## src/design/bsg_pkg.sv

```systemverilog
// Shared types, constants and calibration tables of the battery switch guard.
`default_nettype none

package bsg_pkg;

    // Number formats.
    localparam int ADC_BITS  = 12;
    localparam int FRAC_BITS = 16;
    localparam int COEF_BITS = 20;
    localparam int VOLT_BITS = FRAC_BITS + 6;
    localparam int ACC_BITS  = 32;
    localparam int MUL_BITS  = 33;
    localparam int PROD_BITS = 2 * MUL_BITS;
    localparam int CW        = 25;

    // Pin voltage x = round(adc * 3.3 * 2^F / (2^A - 1)), numerator and
    // denominator reduced by their common factor of six.
    localparam longint X_MUL   = (longint'(33) << FRAC_BITS) / 6;
    localparam longint X_DIV   = (longint'(10) * ((longint'(1) << ADC_BITS) - 1)) / 6;
    localparam longint X_OFS   = X_DIV / 2;
    localparam int     X_SHIFT = 44;
    localparam longint X_RECIP = ((longint'(1) << X_SHIFT) + X_DIV - 1) / X_DIV;
    localparam int     X_BITS  = 18;
    localparam int     XN_BITS = 31;

    // Current reply: floor(6600 * adc / (2^A - 1)) - 3320.
    localparam longint C_MUL   = 6600;
    localparam longint C_DIV   = (longint'(1) << ADC_BITS) - 1;
    localparam int     C_SHIFT = 38;
    localparam longint C_RECIP = ((longint'(1) << C_SHIFT) + C_DIV - 1) / C_DIV;
    localparam int     CQ_BITS = 13;
    localparam int     CN_BITS = 25;
    localparam int     C_ZERO  = 3320;

    // Frame identifiers.
    localparam logic [10:0] ID_Q_VOLT = 11'h200;
    localparam logic [10:0] ID_Q_CURR = 11'h201;
    localparam logic [10:0] ID_Q_SW   = 11'h202;
    localparam logic [10:0] ID_ORDER  = 11'h206;
    localparam logic [10:0] ID_OFF_A  = 11'h001;
    localparam logic [10:0] ID_OFF_B  = 11'h002;
    localparam logic [9:0]  REP_VOLT  = 10'h203;
    localparam logic [9:0]  REP_CURR  = 10'h204;
    localparam logic [9:0]  REP_SW    = 10'h205;

    // Order codes.
    localparam logic [7:0] ORD_SW1     = 8'd1;
    localparam logic [7:0] ORD_SW2     = 8'd2;
    localparam logic [7:0] ORD_SW3     = 8'd3;
    localparam logic [7:0] ORD_LIMIT   = 8'd10;
    localparam logic [7:0] ORD_ALL_OFF = 8'd11;

    localparam logic [7:0] LIMIT_RESET  = 8'd20;
    localparam logic [7:0] PERIOD_RESET = 8'd10;

    typedef logic [ADC_BITS-1:0]        t_adc;
    typedef logic signed [VOLT_BITS-1:0] t_volt;
    typedef logic signed [CW-1:0]        t_coef;

    typedef enum logic [2:0] {
        OP_NONE, OP_Q_VOLT, OP_Q_CURR, OP_Q_SW,
        OP_SW_ON, OP_SW_OFF, OP_LIMIT, OP_ALL_OFF
    } t_op;

    typedef enum logic [3:0] {
        S_IDLE, S_XMUL, S_XGET, S_HMUL, S_HADD, S_VFIN, S_CMUL, S_CGET, S_DONE
    } t_bstate;

    // One classified tick as it waits in the queue.
    typedef struct packed {
        logic [2:0][ADC_BITS-1:0] cur;
        logic [3:0][ADC_BITS-1:0] bat;
        logic                     stop;
        t_op                      op;
        logic [2:0]               chan;
        logic [7:0]               arg;
    } t_item;

    typedef struct packed {
        logic full;
        logic empty;
    } t_qstat;

    // Calibration polynomials c0..c6 in Q4.20: main, battery 1, 2, 3.
    localparam t_coef COEF [4][7] = '{
        '{25'sd16043, 25'sd7969702, 25'sd1161088, -25'sd1223898,
          25'sd661337, -25'sd176161, 25'sd18245},
        '{25'sd12059, 25'sd8358409, 25'sd546203, -25'sd872415,
          25'sd608489, -25'sd188953, 25'sd21391},
        '{25'sd9752, 25'sd8337228, 25'sd622120, -25'sd929667,
          25'sd621386, -25'sd187695, 25'sd20867},
        '{25'sd9961, 25'sd8326532, 25'sd658925, -25'sd941516,
          25'sd619708, -25'sd187066, 25'sd20867}
    };

endpackage

`default_nettype wire

```

## src/design/bsg_front.sv

```systemverilog
// Front end: accepts a tick transaction and classifies its request frame.
`default_nettype none

module bsg_front (
    input  wire logic          i_tvalid,
    output logic               o_tready,
    input  wire logic [103:0]  i_tdata,
    input  wire logic [11:0]   i_tuser,
    input  wire bsg_pkg::t_qstat i_qstat,
    output logic               o_push,
    output bsg_pkg::t_item     o_item
);
    import bsg_pkg::*;

    logic        rv;
    logic [10:0] id;
    logic [7:0]  b0;
    logic [7:0]  b1;
    t_op         op;

    assign rv = i_tuser[0];
    assign id = i_tuser[11:1];
    assign b0 = i_tdata[92:85];
    assign b1 = i_tdata[100:93];

    // Reduce the request to one operation with its channel and argument.
    always_comb begin
        op = OP_NONE;
        if (rv) begin
            unique case (id) inside
                ID_Q_VOLT: begin
                    if (b0 >= 8'd1 && b0 <= 8'd4) op = OP_Q_VOLT;
                end
                ID_Q_CURR: begin
                    if (b0 >= 8'd1 && b0 <= 8'd3) op = OP_Q_CURR;
                end
                ID_Q_SW: begin
                    if (b0 >= 8'd1 && b0 <= 8'd3) op = OP_Q_SW;
                end
                ID_ORDER: begin
                    unique case (b0) inside
                        ORD_SW1: begin
                            if (b1 == 8'd1)      op = OP_SW_ON;
                            else if (b1 == 8'd0) op = OP_SW_OFF;
                        end
                        ORD_SW2, ORD_SW3: begin
                            op = (b1 == 8'd1) ? OP_SW_ON : OP_SW_OFF;
                        end
                        ORD_LIMIT:   op = OP_LIMIT;
                        ORD_ALL_OFF: op = OP_ALL_OFF;
                        default:     op = OP_NONE;
                    endcase
                end
                ID_OFF_A, ID_OFF_B: op = OP_ALL_OFF;
                default: op = OP_NONE;
            endcase
        end
    end

    // Pack the queue entry.
    always_comb begin
        o_item.cur[0] = i_tdata[11:0];
        o_item.cur[1] = i_tdata[23:12];
        o_item.cur[2] = i_tdata[35:24];
        o_item.bat[0] = i_tdata[47:36];
        o_item.bat[1] = i_tdata[59:48];
        o_item.bat[2] = i_tdata[71:60];
        o_item.bat[3] = i_tdata[83:72];
        o_item.stop   = i_tdata[84];
        o_item.op     = op;
        o_item.chan   = b0[2:0];
        o_item.arg    = b1;
    end

    assign o_tready = !i_qstat.full;
    assign o_push   = i_tvalid && !i_qstat.full;

endmodule

`default_nettype wire

```

## src/design/bsg_queue.sv

```systemverilog
// Two-entry queue between the front end and the back end.
`default_nettype none

module bsg_queue (
    input  wire logic          i_clk,
    input  wire logic          i_rst_n,
    input  wire logic          i_push,
    input  wire bsg_pkg::t_item i_item,
    input  wire logic          i_pop,
    output bsg_pkg::t_item     o_item,
    output bsg_pkg::t_qstat    o_qstat
);
    import bsg_pkg::*;

    t_item      r_mem [2];
    logic       r_wp;
    logic       r_rp;
    logic [1:0] r_cnt;

    // Entry storage.
    always_ff @(posedge i_clk) begin
        if (i_push) r_mem[r_wp] <= i_item;
    end

    // Pointers and fill count.
    always_ff @(posedge i_clk) begin
        if (!i_rst_n) begin
            r_wp  <= 1'b0;
            r_rp  <= 1'b0;
            r_cnt <= 2'd0;
        end else begin
            if (i_push) r_wp <= ~r_wp;
            if (i_pop)  r_rp <= ~r_rp;
            r_cnt <= r_cnt + {1'b0, i_push} - {1'b0, i_pop};
        end
    end

    assign o_item        = r_mem[r_rp];
    assign o_qstat.full  = (r_cnt == 2'd2);
    assign o_qstat.empty = (r_cnt == 2'd0);

endmodule

`default_nettype wire

```

## src/design/bsg_back.sv

```systemverilog
// Back end: voltage and current arithmetic, stop handling, orders and result register.
`default_nettype none

module bsg_back (
    input  wire logic           i_clk,
    input  wire logic           i_rst_n,
    input  wire logic           i_cfg_wr_en,
    input  wire logic [7:0]     i_cfg_wr_data,
    input  wire bsg_pkg::t_item i_item,
    input  wire bsg_pkg::t_qstat i_qstat,
    output logic                o_pop,
    output logic                o_tvalid,
    input  wire logic           i_tready,
    output logic [15:0]         o_tdata,
    output logic [11:0]         o_tuser
);
    import bsg_pkg::*;

    t_bstate                    r_state, n_state;
    t_item                      r_item;
    logic [1:0]                 r_bat;
    logic [2:0]                 r_k;
    logic [X_BITS-1:0]          r_x;
    logic signed [ACC_BITS-1:0] r_acc;
    logic signed [PROD_BITS-1:0] r_prod;
    t_volt                      r_volts [4];
    logic [CQ_BITS-1:0]         r_cur_q;
    logic [2:0]                 r_sw, n_sw;
    logic [7:0]                 r_stop_cnt, n_stop_cnt;
    logic [7:0]                 r_limit, n_limit;
    logic [7:0]                 r_period;
    logic                       r_ovalid;
    logic [15:0]                r_odata, n_odata;
    logic [11:0]                r_ouser, n_ouser;

    logic signed [MUL_BITS-1:0] mul_a, mul_b;
    logic [XN_BITS-1:0]         xn;
    logic [CN_BITS-1:0]         cn;
    logic signed [ACC_BITS-1:0] acc_shr;
    t_volt                      volt_sat;
    logic                       load;
    logic [1:0]                 vidx;
    t_volt                      vsel;
    logic signed [VOLT_BITS+3:0] v10;
    logic signed [9:0]          vq;
    logic signed [CQ_BITS:0]    cdiff;
    logic [1:0]                 cidx;
    logic                       sv, sval, rv;
    logic [9:0]                 rid;
    logic [7:0]                 rval;
    logic signed [VOLT_BITS+3:0] lim_fx;

    // Numerators of the two constant divisions.
    assign xn = XN_BITS'(r_item.bat[r_bat]) * XN_BITS'(X_MUL) + XN_BITS'(X_OFS);
    assign cidx = r_item.chan[1:0] - 2'd1;
    assign cn = CN_BITS'(r_item.cur[cidx]) * CN_BITS'(C_MUL);

    // Shared multiplier operand selection.
    always_comb begin
        mul_a = '0;
        mul_b = '0;
        case (r_state)
            S_XMUL: begin
                mul_a = MUL_BITS'(xn);
                mul_b = MUL_BITS'(X_RECIP);
            end
            S_HMUL: begin
                mul_a = MUL_BITS'(r_acc);
                mul_b = MUL_BITS'(r_x);
            end
            S_CMUL: begin
                mul_a = MUL_BITS'(cn);
                mul_b = MUL_BITS'(C_RECIP);
            end
            default: begin
                mul_a = '0;
                mul_b = '0;
            end
        endcase
    end

    always_ff @(posedge i_clk) begin
        r_prod <= mul_a * mul_b;
    end

    // Q.20 accumulator to Q6.16 volts with saturation.
    always_comb begin
        acc_shr = r_acc >>> (COEF_BITS - FRAC_BITS);
        if (acc_shr < -(ACC_BITS'(1) <<< (VOLT_BITS - 1)))
            volt_sat = {1'b1, {(VOLT_BITS-1){1'b0}}};
        else if (acc_shr > ((ACC_BITS'(1) <<< (VOLT_BITS - 1)) - 1))
            volt_sat = {1'b0, {(VOLT_BITS-1){1'b1}}};
        else
            volt_sat = acc_shr[VOLT_BITS-1:0];
    end

    // Sequencer state register.
    always_ff @(posedge i_clk) begin
        if (!i_rst_n) r_state <= S_IDLE;
        else          r_state <= n_state;
    end

    // Next state.
    always_comb begin
        n_state = r_state;
        o_pop   = 1'b0;
        load    = 1'b0;
        unique case (r_state)
            S_IDLE: begin
                if (!i_qstat.empty) begin
                    o_pop   = 1'b1;
                    n_state = S_XMUL;
                end
            end
            S_XMUL: n_state = S_XGET;
            S_XGET: n_state = S_HMUL;
            S_HMUL: n_state = S_HADD;
            S_HADD: n_state = (r_k == 3'd0) ? S_VFIN : S_HMUL;
            S_VFIN: n_state = (r_bat == 2'd3) ? S_CMUL : S_XMUL;
            S_CMUL: n_state = S_CGET;
            S_CGET: n_state = S_DONE;
            S_DONE: begin
                if (!r_ovalid || i_tready) begin
                    load    = 1'b1;
                    n_state = S_IDLE;
                end
            end
            default: n_state = S_IDLE;
        endcase
    end

    // Datapath registers of the Horner evaluation and the current division.
    always_ff @(posedge i_clk) begin
        if (o_pop) begin
            r_item <= i_item;
            r_bat  <= 2'd0;
        end
        case (r_state)
            S_XGET: begin
                r_x   <= r_prod[X_SHIFT +: X_BITS];
                r_acc <= ACC_BITS'(COEF[r_bat][6]);
                r_k   <= 3'd5;
            end
            S_HADD: begin
                r_acc <= r_prod[FRAC_BITS +: ACC_BITS] + ACC_BITS'(COEF[r_bat][r_k]);
                if (r_k != 3'd0) r_k <= r_k - 3'd1;
            end
            S_VFIN: begin
                r_volts[r_bat] <= volt_sat;
                r_bat          <= r_bat + 2'd1;
            end
            S_CGET: r_cur_q <= r_prod[C_SHIFT +: CQ_BITS];
            default: ;
        endcase
    end

    // Stop handling, replies, orders and limit check of one tick.
    always_comb begin
        vidx  = r_item.chan[1:0] - 2'd1;
        vsel  = r_volts[vidx];
        v10   = ((VOLT_BITS+4)'(vsel) <<< 3) + ((VOLT_BITS+4)'(vsel) <<< 1);
        vq    = v10[FRAC_BITS +: 10];
        cdiff = $signed({1'b0, r_cur_q}) - (CQ_BITS+1)'(C_ZERO);

        n_sw       = r_sw;
        n_stop_cnt = r_stop_cnt;
        n_limit    = r_limit;
        sv   = 1'b0;
        sval = 1'b0;
        rv   = 1'b0;
        rid  = '0;
        rval = '0;

        if (r_item.stop) begin
            if (r_stop_cnt == r_period) begin
                sv         = 1'b1;
                sval       = 1'b1;
                n_stop_cnt = 8'd1;
            end else begin
                n_stop_cnt = r_stop_cnt + 8'd1;
            end
            n_sw = 3'b000;
        end else if (r_stop_cnt != 8'd0) begin
            sv         = 1'b1;
            n_stop_cnt = 8'd0;
        end

        case (r_item.op)
            OP_Q_VOLT: begin
                rv  = 1'b1;
                rid = REP_VOLT;
                if (vq < 0)              rval = 8'd0;
                else if (vq > 10'sd255)  rval = 8'd255;
                else                     rval = vq[7:0];
            end
            OP_Q_CURR: begin
                rv  = 1'b1;
                rid = REP_CURR;
                if (cdiff < 0)                 rval = 8'd0;
                else if (cdiff > 14'sd255)     rval = 8'd255;
                else                           rval = cdiff[7:0];
            end
            OP_Q_SW: begin
                rv   = 1'b1;
                rid  = REP_SW;
                rval = {7'd0, n_sw[vidx]};
            end
            OP_SW_ON:   n_sw[vidx] = 1'b1;
            OP_SW_OFF:  n_sw[vidx] = 1'b0;
            OP_LIMIT:   n_limit = r_item.arg;
            OP_ALL_OFF: n_sw = 3'b000;
            default: ;
        endcase

        // A battery at or above the limit opens its switch.
        lim_fx = $signed({2'b00, n_limit, {FRAC_BITS{1'b0}}});
        for (int i = 0; i < 3; i++) begin
            if ((VOLT_BITS+4)'(r_volts[i+1]) >= lim_fx) n_sw[i] = 1'b0;
        end

        n_odata = {1'b0, rval, (rv ? r_item.chan : 3'd0), sval, n_sw[2], n_sw[1], n_sw[0]};
        n_ouser = {rid, rv, sv};
    end

    // Persistent state and configuration register.
    always_ff @(posedge i_clk) begin
        if (!i_rst_n) begin
            r_sw       <= 3'b000;
            r_stop_cnt <= 8'd0;
            r_limit    <= LIMIT_RESET;
            r_period   <= PERIOD_RESET;
        end else begin
            if (i_cfg_wr_en) r_period <= i_cfg_wr_data;
            if (load) begin
                r_sw       <= n_sw;
                r_stop_cnt <= n_stop_cnt;
                r_limit    <= n_limit;
            end
        end
    end

    // Result register.
    always_ff @(posedge i_clk) begin
        if (!i_rst_n) r_ovalid <= 1'b0;
        else if (load) r_ovalid <= 1'b1;
        else if (i_tready) r_ovalid <= 1'b0;
        if (load) begin
            r_odata <= n_odata;
            r_ouser <= n_ouser;
        end
    end

    assign o_tvalid = r_ovalid;
    assign o_tdata  = r_odata;
    assign o_tuser  = r_ouser;

`ifndef NO_ASSERTIONS
    a_pop_idle: assert property (@(posedge i_clk) disable iff (!i_rst_n)
        o_pop |-> (r_state == S_IDLE) && !i_qstat.empty)
        else $error("queue popped outside idle");
    a_k_range: assert property (@(posedge i_clk) disable iff (!i_rst_n)
        (r_state == S_HADD) |-> (r_k <= 3'd5))
        else $error("Horner index out of range");
    a_load_free: assert property (@(posedge i_clk) disable iff (!i_rst_n)
        load |-> (!r_ovalid || i_tready))
        else $error("result register overwritten");
    a_stop_val: assert property (@(posedge i_clk) disable iff (!i_rst_n)
        (r_ovalid && r_odata[3]) |-> r_ouser[0])
        else $error("stop value without stop frame");
    a_rep_id: assert property (@(posedge i_clk) disable iff (!i_rst_n)
        (r_ovalid && !r_ouser[1]) |-> (r_ouser[11:2] == 10'd0))
        else $error("reply id without reply");
`endif

endmodule

`default_nettype wire

```

## src/design/battery_switch_guard_unit.sv

```systemverilog
// Top level of the battery switch guard: front end, queue and back end.
// One shared 33x33 multiplier runs four sixth-order Horner evaluations and one
// current step per tick; the back end takes the next tick from the queue only
// after the result of the last one is loaded into its result register.
// The input side takes up to two further ticks into the queue while one is at work.
// Synchronous active-low reset: switches off, stop counter zero, limit 20 V, period 10.
`default_nettype none

module battery_switch_guard_unit (
    input  wire logic         i_clk,
    input  wire logic         i_rst_n,
    input  wire logic         i_cfg_wr_en,
    input  wire logic [7:0]   i_cfg_wr_data,
    input  wire logic         i_s_axis_tvalid,
    output logic              o_s_axis_tready,
    // adc_current1, adc_current2, adc_current3, adc_main_battery, adc_battery1,
    // adc_battery2, adc_battery3 (12 bits each), stop_level, request_byte0,
    // request_byte1, zero fill.
    input  wire logic [103:0] i_s_axis_tdata,
    // request_valid, request_id (11 bits).
    input  wire logic [11:0]  i_s_axis_tuser,
    output logic              o_m_axis_tvalid,
    input  wire logic         i_m_axis_tready,
    // switch1_on, switch2_on, switch3_on, stop_frame_value, reply_index (3),
    // reply_value (8), zero fill.
    output logic [15:0]       o_m_axis_tdata,
    // stop_frame_valid, reply_valid, reply_id (10 bits).
    output logic [11:0]       o_m_axis_tuser
);
    import bsg_pkg::*;

    t_item  push_item;
    t_item  head_item;
    t_qstat qstat;
    logic   push;
    logic   pop;

    bsg_front u_front (
        .i_tvalid (i_s_axis_tvalid),
        .o_tready (o_s_axis_tready),
        .i_tdata  (i_s_axis_tdata),
        .i_tuser  (i_s_axis_tuser),
        .i_qstat  (qstat),
        .o_push   (push),
        .o_item   (push_item)
    );

    bsg_queue u_queue (
        .i_clk   (i_clk),
        .i_rst_n (i_rst_n),
        .i_push  (push),
        .i_item  (push_item),
        .i_pop   (pop),
        .o_item  (head_item),
        .o_qstat (qstat)
    );

    bsg_back u_back (
        .i_clk         (i_clk),
        .i_rst_n       (i_rst_n),
        .i_cfg_wr_en   (i_cfg_wr_en),
        .i_cfg_wr_data (i_cfg_wr_data),
        .i_item        (head_item),
        .i_qstat       (qstat),
        .o_pop         (pop),
        .o_tvalid      (o_m_axis_tvalid),
        .i_tready      (i_m_axis_tready),
        .o_tdata       (o_m_axis_tdata),
        .o_tuser       (o_m_axis_tuser)
    );

endmodule

`default_nettype wire
```

## config.mk

```make
export PLATFORM = sky130hd
export DESIGN_NAME = battery_switch_guard_unit
export DESIGN_NICKNAME = d
export VERILOG_FILES = /design/src/design/bsg_pkg.sv /design/src/design/bsg_front.sv /design/src/design/bsg_queue.sv /design/src/design/bsg_back.sv /design/src/design/battery_switch_guard_unit.sv
export SDC_FILE = /design/constraint.sdc
export NUM_CORES = 2
export LEC_CHECK = 0
export ABC_AREA = 0
export BUFFER_PORTS_ARGS = -buffer_cell sky130_fd_sc_hd__buf_2
export CAP_MARGIN = 5
export CORE_MARGIN = 10
export CORE_UTILIZATION = 48
export DETAILED_ROUTE_END_ITERATION = 16
export HOLD_SLACK_MARGIN = 0.05
export PLACE_DENSITY_LB_ADDON = 0.25
export SLEW_MARGIN = 20
export SYNTH_ARGS = -nofsm -noshare
export SYNTH_HDL_FRONTEND = slang
export SYNTH_SLANG_ARGS = --single-unit
```

## constraint.sdc

```tcl
create_clock -name i_clk -period 27.5 [get_ports i_clk]
set_clock_uncertainty 0.2 [all_clocks]
set_input_delay 4.125 -clock i_clk [delete_from_list [all_inputs] [get_ports i_clk]]
set_output_delay 4.125 -clock i_clk [all_outputs]
set_load 0.05 [all_outputs]
```

Yosys cells after proc, flatten, opt, wreduce, memory -nomap -nowiden

Memories as Yosys holds them, arrays and structs flattened. A register that Yosys moved wholly into a read port is not among the register bits.
Index checks and enable logic that the tools add are counted.

Bits in writable memories: 286
Logic and storage cells: 180
Output and inout bits: 30
Bits of input ports: 129
Memories kept: 2
Flip-flop bits (word level): 193

Memories:

| memory         | words | width | rd ports | clocked after memory_dff | wr ports | RTL line        | source |
|---|---|---|---|---|---|---|---|
| u_queue.r_mem  | 2     | 99    | 1        | 1                        | 1        | bsg_queue.sv:15 | `t_item r_mem [2];` |
| u_back.r_volts | 4     | 22    | 4        | 0                        | 1        | bsg_back.sv:26  | `t_volt r_volts [4];` |

Multipliers: 3
Bitwise gates (word level): 7
Equality and inequality tests: 33
Reductions and logical operators: 23
Multiplexer cells: 66
$add $sub $neg: 10
Order comparisons: 17

Operators by type and width:

| cell                                                                               | number |
|---|---|
| 175-bit binary-select mux with 2-bit select                                        | 1 |
| 175-bit 2-to-1 mux                                                                 | 2 |
| 33-bit case mux with 3 select lines                                                | 1 |
| 32-bit case mux with 3 select lines                                                | 1 |
| 25-bit binary-select mux with 3-bit select                                         | 1 |
| 22-bit by 25-bit greater-or-equal comparator with 1-bit output                     | 3 |
| 8-bit 2-to-1 mux                                                                   | 8 |
| 32-bit case mux with 2 select lines                                                | 1 |
| 33-bit by 33-bit multiplier with 62-bit output                                     | 1 |
| 25-bit 2-to-1 mux                                                                  | 2 |
| 12-bit binary-select mux with 2-bit select                                         | 2 |
| 11-bit by 10-bit equality test with 1-bit output (second input constant)           | 4 |
| 22-bit 2-to-1 mux                                                                  | 2 |
| 4-bit case mux with 9 select lines                                                 | 1 |
| 32-bit adder                                                                       | 1 |
| 31-bit by 12-bit adder with 31-bit output (second input constant)                  | 1 |
| 10-bit case mux with 3 select lines                                                | 1 |
| 28-bit by 22-bit greater-than comparator with 1-bit output (second input constant) | 1 |
| 28-bit by 22-bit < comparator with 1-bit output (second input constant)            | 1 |
| 25-bit by 23-bit adder with 26-bit output                                          | 1 |
| 12-bit 2-to-1 mux                                                                  | 2 |
| 8-bit case mux with 3 select lines                                                 | 1 |
| 12-bit by 10-bit multiplier with 22-bit output (second input constant)             | 1 |
| 1-bit 2-to-1 mux                                                                   | 21 |
| other kinds (63)                                                                   | 98 |

Logic depth before layout (Yosys ltp)

Word-level depth: 9
Mapped depth: 54
Depth with buffers taken out: 48

Modules after synthesis

From an unflattened synthesis, not the netlist that was laid out.

Cells, all modules: 5,455
Area, all modules: 57,935.6 sq um

By module, submodules not included:

| module    | seq. area each (sq um) | area an instance (sq um) | cells an instance | instances |
|---|---|---|---|---|
| bsg_back  | 9,849.4                | 49,588.8                 | 4,996             | 1 |
| bsg_queue | 6,045.8                | 7,397.1                  | 329               | 1 |
| bsg_front | 0.0                    | 949.7                    | 130               | 1 |

Least setup slack after synthesis

OpenSTA, ideal clock, no wires.

Path kind: register to register
Start: reg u_back.r_item[8] (netlist name)
End: reg u_back.r_prod[43]
Path slack: 14,053 ps
Clock period less this slack: 13,447 ps
Setup time: 72 ps
Stages on the path, launching flop included: 49
Arrival: 13,174 ps
Cells stage by stage: edfxtp_1 buf_6 clkbuf_1 inv_1 ha_1 buf_2 buf_1 clkbuf_1 o21ai_0 ha_1 inv_1 fa_1 fa_1 fa_1 fa_1 inv_1 ha_1 a21o_1 (+13 left out) fa_1 inv_1 fa_1 fa_1 fa_1 inv_1 fa_1 inv_1 ha_1 a21oi_1 nand2_1 o21ai_0 o21ai_0 or2_2 o41ai_2 o31ai_1 o31ai_1 xnor2_1

Cells in the longest elaborated chain, start to end: 6

RTL lines:

| item                                           | RTL line       | source |
|---|---|---|
| 2-bit by 1-bit subtractor with 2-bit output    | bsg_back.sv:55 | `assign cidx = r_item.chan[1:0] - 2'd1;` |
| 12-bit binary-select mux with 2-bit select     | bsg_back.sv:56 | `assign cn = CN_BITS'(r_item.cur[cidx]) * CN_BITS'(C_MUL);` |
| 12-bit 2-to-1 mux (not written as such)        | bsg_back.sv:56 |  |
| 12-bit by 10-bit multiplier with 22-bit output | bsg_back.sv:56 |  |
| 33-bit case mux with 3 select lines            | bsg_back.sv:62 | `case (r_state)` |
| 33-bit by 33-bit multiplier with 62-bit output | bsg_back.sv:83 | `r_prod <= mul_a * mul_b;` |
| end signal, assigned                           | bsg_back.sv:83 |  |
| end, declared                                  | bsg_back.sv:25 | `logic signed [PROD_BITS-1:0] r_prod;` |

Every way passes these cells. The select of a mux whose other input is x is not followed.
A chain may end at the register's enable or synchronous reset.

Worst setup path in the final report

Start: reg u_back.r_item[8] (netlist name)
End: reg u_back.r_prod[39]

Cells in the longest elaborated chain, start to end: 6

RTL lines:

| item                                           | RTL line |
|---|---|
| 2-bit by 1-bit subtractor with 2-bit output    | bsg_back.sv:55 |
| 12-bit binary-select mux with 2-bit select     | bsg_back.sv:56 |
| 12-bit 2-to-1 mux (not written as such)        | bsg_back.sv:56 |
| 12-bit by 10-bit multiplier with 22-bit output | bsg_back.sv:56 |
| 33-bit case mux with 3 select lines            | bsg_back.sv:62 |
| 33-bit by 33-bit multiplier with 62-bit output | bsg_back.sv:83 |

Every way passes these cells. The select of a mux whose other input is x is not followed.

==> results.sh <==
export IMPL_status="completed"
export IMPL_worstPathArrival_ns=16.29
export IMPL_highest_layer="met5"
export IMPL_ys_ff_latch=556
export IMPL_cts_hold_buf=0
export IMPL_grt_remaining_overflow=0
export IMPL_gp_congestion=0.954
export IMPL_max_slew_margin_rel_pct=23.5
export IMPL_cts_sinks=556
export IMPL_crit_type="register to register"
export IMPL_start_kind="register"
export IMPL_period_share_pct=58.2
export IMPL_grt_pass1_wl_mm=231
export IMPL_syn_area_per_cell_um2=10.6
export IMPL_slowest_delay_ns=0.71
export IMPL_postCtsSetupRepairBufs=0
export IMPL_die_w_um=365
export IMPL_grt_pass1_vias=41200
export IMPL_die_area_um2=133000
export IMPL_grt_total_usage_pct=22.4
export IMPL_drt_first_pass_iters=5
export IMPL_timing_rr_start="u_back.r_item[8]$_DFFE_PP_"
export IMPL_dp_hpwl_mm=116
export IMPL_final_common_cell="inv_1"
export IMPL_drc=0
export IMPL_async_flop_share_pct=0
export IMPL_finalHoldViolCount=0
export IMPL_initialDrtViolationCount=2717
export IMPL_multi_input_area_um2=36400
export IMPL_crit_top_cell="fa_1"
export IMPL_setup_worst_path_end_class="register"
export IMPL_clk_latency_ns=0.64
export IMPL_core_region_area_um2=118000
export IMPL_hold_end="u_back.r_x[11]$_DFFE_PP_"
export IMPL_synthFlopType="edfxtp_1"
export IMPL_maxCapViolations=0
export IMPL_postSynthCellCount=5383
export IMPL_vias_per_cell=5.34
export IMPL_layout_common_cells="inv_1 (1,248), fa_1 (849), nand2_1 (530)"
export IMPL_tns_ns=0
export IMPL_finalSetupViolations=0
export IMPL_required_ns=27.78
export IMPL_reg2regPathDepth=47
export IMPL_hold_path_class="register to register"
export IMPL_vias=38300
export IMPL_worst_path_max_fanout=40
export IMPL_met1Wirelength_mm=60.1
export IMPL_ys_types=79
export IMPL_grt_max_degree=71
export IMPL_port_buffers=148
export IMPL_wl_met3_mm=9.31
export IMPL_rows=126
export IMPL_maxSlewViolCount=0
export IMPL_cts_buffer_depth=3
export IMPL_timing_hold_ws_ns=0.203
export IMPL_clkTransAtPathRegs_ns=0.06
export IMPL_wl_per_cell_um=20.3
export IMPL_die_height_um=365
export IMPL_drive_above_1_share_pct=8.77
export IMPL_cts_buffers=56
export IMPL_tritoncts="yes"
export IMPL_min_period_ns=16.01
export IMPL_layout_nets=7087
export IMPL_r2r_end="u_back.r_prod[39]$_DFF_P_"
export IMPL_wl_met2_mm=70.7
export IMPL_ant_nets=0
export IMPL_ys_seq_area_share_pct=27.8
export IMPL_start_util_pct=48.4
export IMPL_io_pin_count=159
export IMPL_htreeDepth=2
export IMPL_finalWirelength_mm=146
export IMPL_syn_area_um2=57200
export IMPL_seq_area_um2=15900
export IMPL_worst_pin_slew_ns=1.15
export IMPL_syn_to_final_growth_pct=8.51
export IMPL_fillers=10600
export IMPL_hp_start="u_back.r_prod[55]$_DFF_P_"
export IMPL_whs_path_depth=0
export IMPL_post_cts_resized=0
export IMPL_worst_path_max_delay_cell="a211oi_1"
export IMPL_root_buffer="clkbuf_16"
export IMPL_yosys_warnings=0
export IMPL_rsz0062_at_grt="false"
export IMPL_max_freq_mhz=62.5
export IMPL_synth_edf_count=474
export IMPL_r2r_slack_ns=11.49
export IMPL_antenna_found_initial=12
through the flow:
stage / utilization (%) / cell area [µm²] / std cells / worst slack (ns)
after floorplan: - / 57600 / 5477 / 14.05
after global placement: 50.9 / 60200 / 7063 / 11.67
after detailed placement: 50.9 / 60200 / 7063 / 11.58
after CTS: 52.5 / 62100 / 7166 / 11.46
after global routing: 52.5 / 62100 / 7167 / 10.62
final: 52.5 / 62100 / 7167 / 11.49
worst max-delay path, delay by kind of cell (launching register included):
kind | cells | cell delay, ns
AOI/OAI and AO/OA | 13 | 3.95
xor gates and xnor gates | 1 | 0.17
adders and majority gates | 16 | 7.15
buffers and inverters | 10 | 1.67
DFF | 1 | 0.34
and+or+nand+nor | 7 | 2.29
synth_stat cells, types with 35 or more instances:
cell | count | area share [%]
clkbuf_1 | 154 | 1.0
nor2b_1 | 36 | 0.39
nand2_1 | 531 | 3.5
inv_1 | 1248 | 8.2
xor2_1 | 59 | 0.90
nor3_1 | 42 | 0.37
nor2_1 | 270 | 1.8
dfxtp_1 | 82 | 2.9
and2_1 | 54 | 0.59
o21ai_0 | 115 | 1.0
fa_1 | 849 | 30
mux4_2 | 35 | 1.4
ha_1 | 524 | 11
mux2_2 | 103 | 2.0
a21o_1 | 74 | 0.97
a21oi_1 | 167 | 1.5
edfxtp_1 | 474 | 25
o21a_1 | 60 | 0.79
mux2i_1 | 38 | 0.66
xnor2_1 | 64 | 0.98
flip-flops by register name, summed over array words and instances (netlist names), 13 cells and up:
| register | count |
|---|---|
| u_queue.r_mem | 198 |
| u_back.r_item | 99 |
| u_back.r_volts | 88 |
| u_back.r_prod | 46 |
| u_back.r_acc | 32 |
| u_back.r_x | 18 |
| u_back.o_tdata | 15 |
| u_back.r_cur_q | 13 |
worst max path at each step:
stage                          startpoint                         to  cells past startpoint
2_1_floorplan  u_back.r_item[8]$_DFFE_PP_  u_back.r_prod[43]$_DFF_P_                     48
3_3_place_gp   u_back.r_item[8]$_DFFE_PP_  u_back.r_prod[42]$_DFF_P_                     47
3_5_place_dp   u_back.r_item[8]$_DFFE_PP_  u_back.r_prod[39]$_DFF_P_                     47
4_1_cts        u_back.r_item[8]$_DFFE_PP_  u_back.r_prod[43]$_DFF_P_                     47
5_1_grt        u_back.r_item[8]$_DFFE_PP_  u_back.r_prod[42]$_DFF_P_                     47
6_report       u_back.r_item[8]$_DFFE_PP_  u_back.r_prod[39]$_DFF_P_                     47
layout make-up:
class | count | area share [%]
Clock buffer | 76 | 2.50
Multi-Input combinational cell | 3492 | 58.6
Antenna cell | 1 | 0.00403
Tap cell | 1536 | 3.10
Timing Repair Buffer | 230 | 2.19
Inverter | 1249 | 7.55
Sequential cell | 556 | 25.6
Clock inverter | 27 | 0.480
routing by layer:
layer	global-route usage [%]	up-vias
met1	29.1	19500
met2	37.9	1067
li1	-	17500
met3	3.41	279
met4	7.92	14
met5	0	-
cells by family (layout without fill, tap and decap cells):
| group | after synthesis | after routing | share of synthesized area (%) |
|---|---|---|---|
| adders and majority gates | 1373 | 1373 | 41.2 |
| other | 2 | 97 | 0.0131 |
| and+or+nand+nor | 1132 | 1132 | 8.88 |
| buffers and inverters | 1429 | 1582 | 9.44 |
| AOI/OAI and AO/OA | 592 | 592 | 6.79 |
| muxes | 176 | 176 | 4.07 |
| xor gates and xnor gates | 123 | 123 | 1.88 |
| DFF | 556 | 556 | 27.8 |
Power is not shown: default switching activity piles up to over one toggle a cycle in this logic, so the estimate is an artifact.
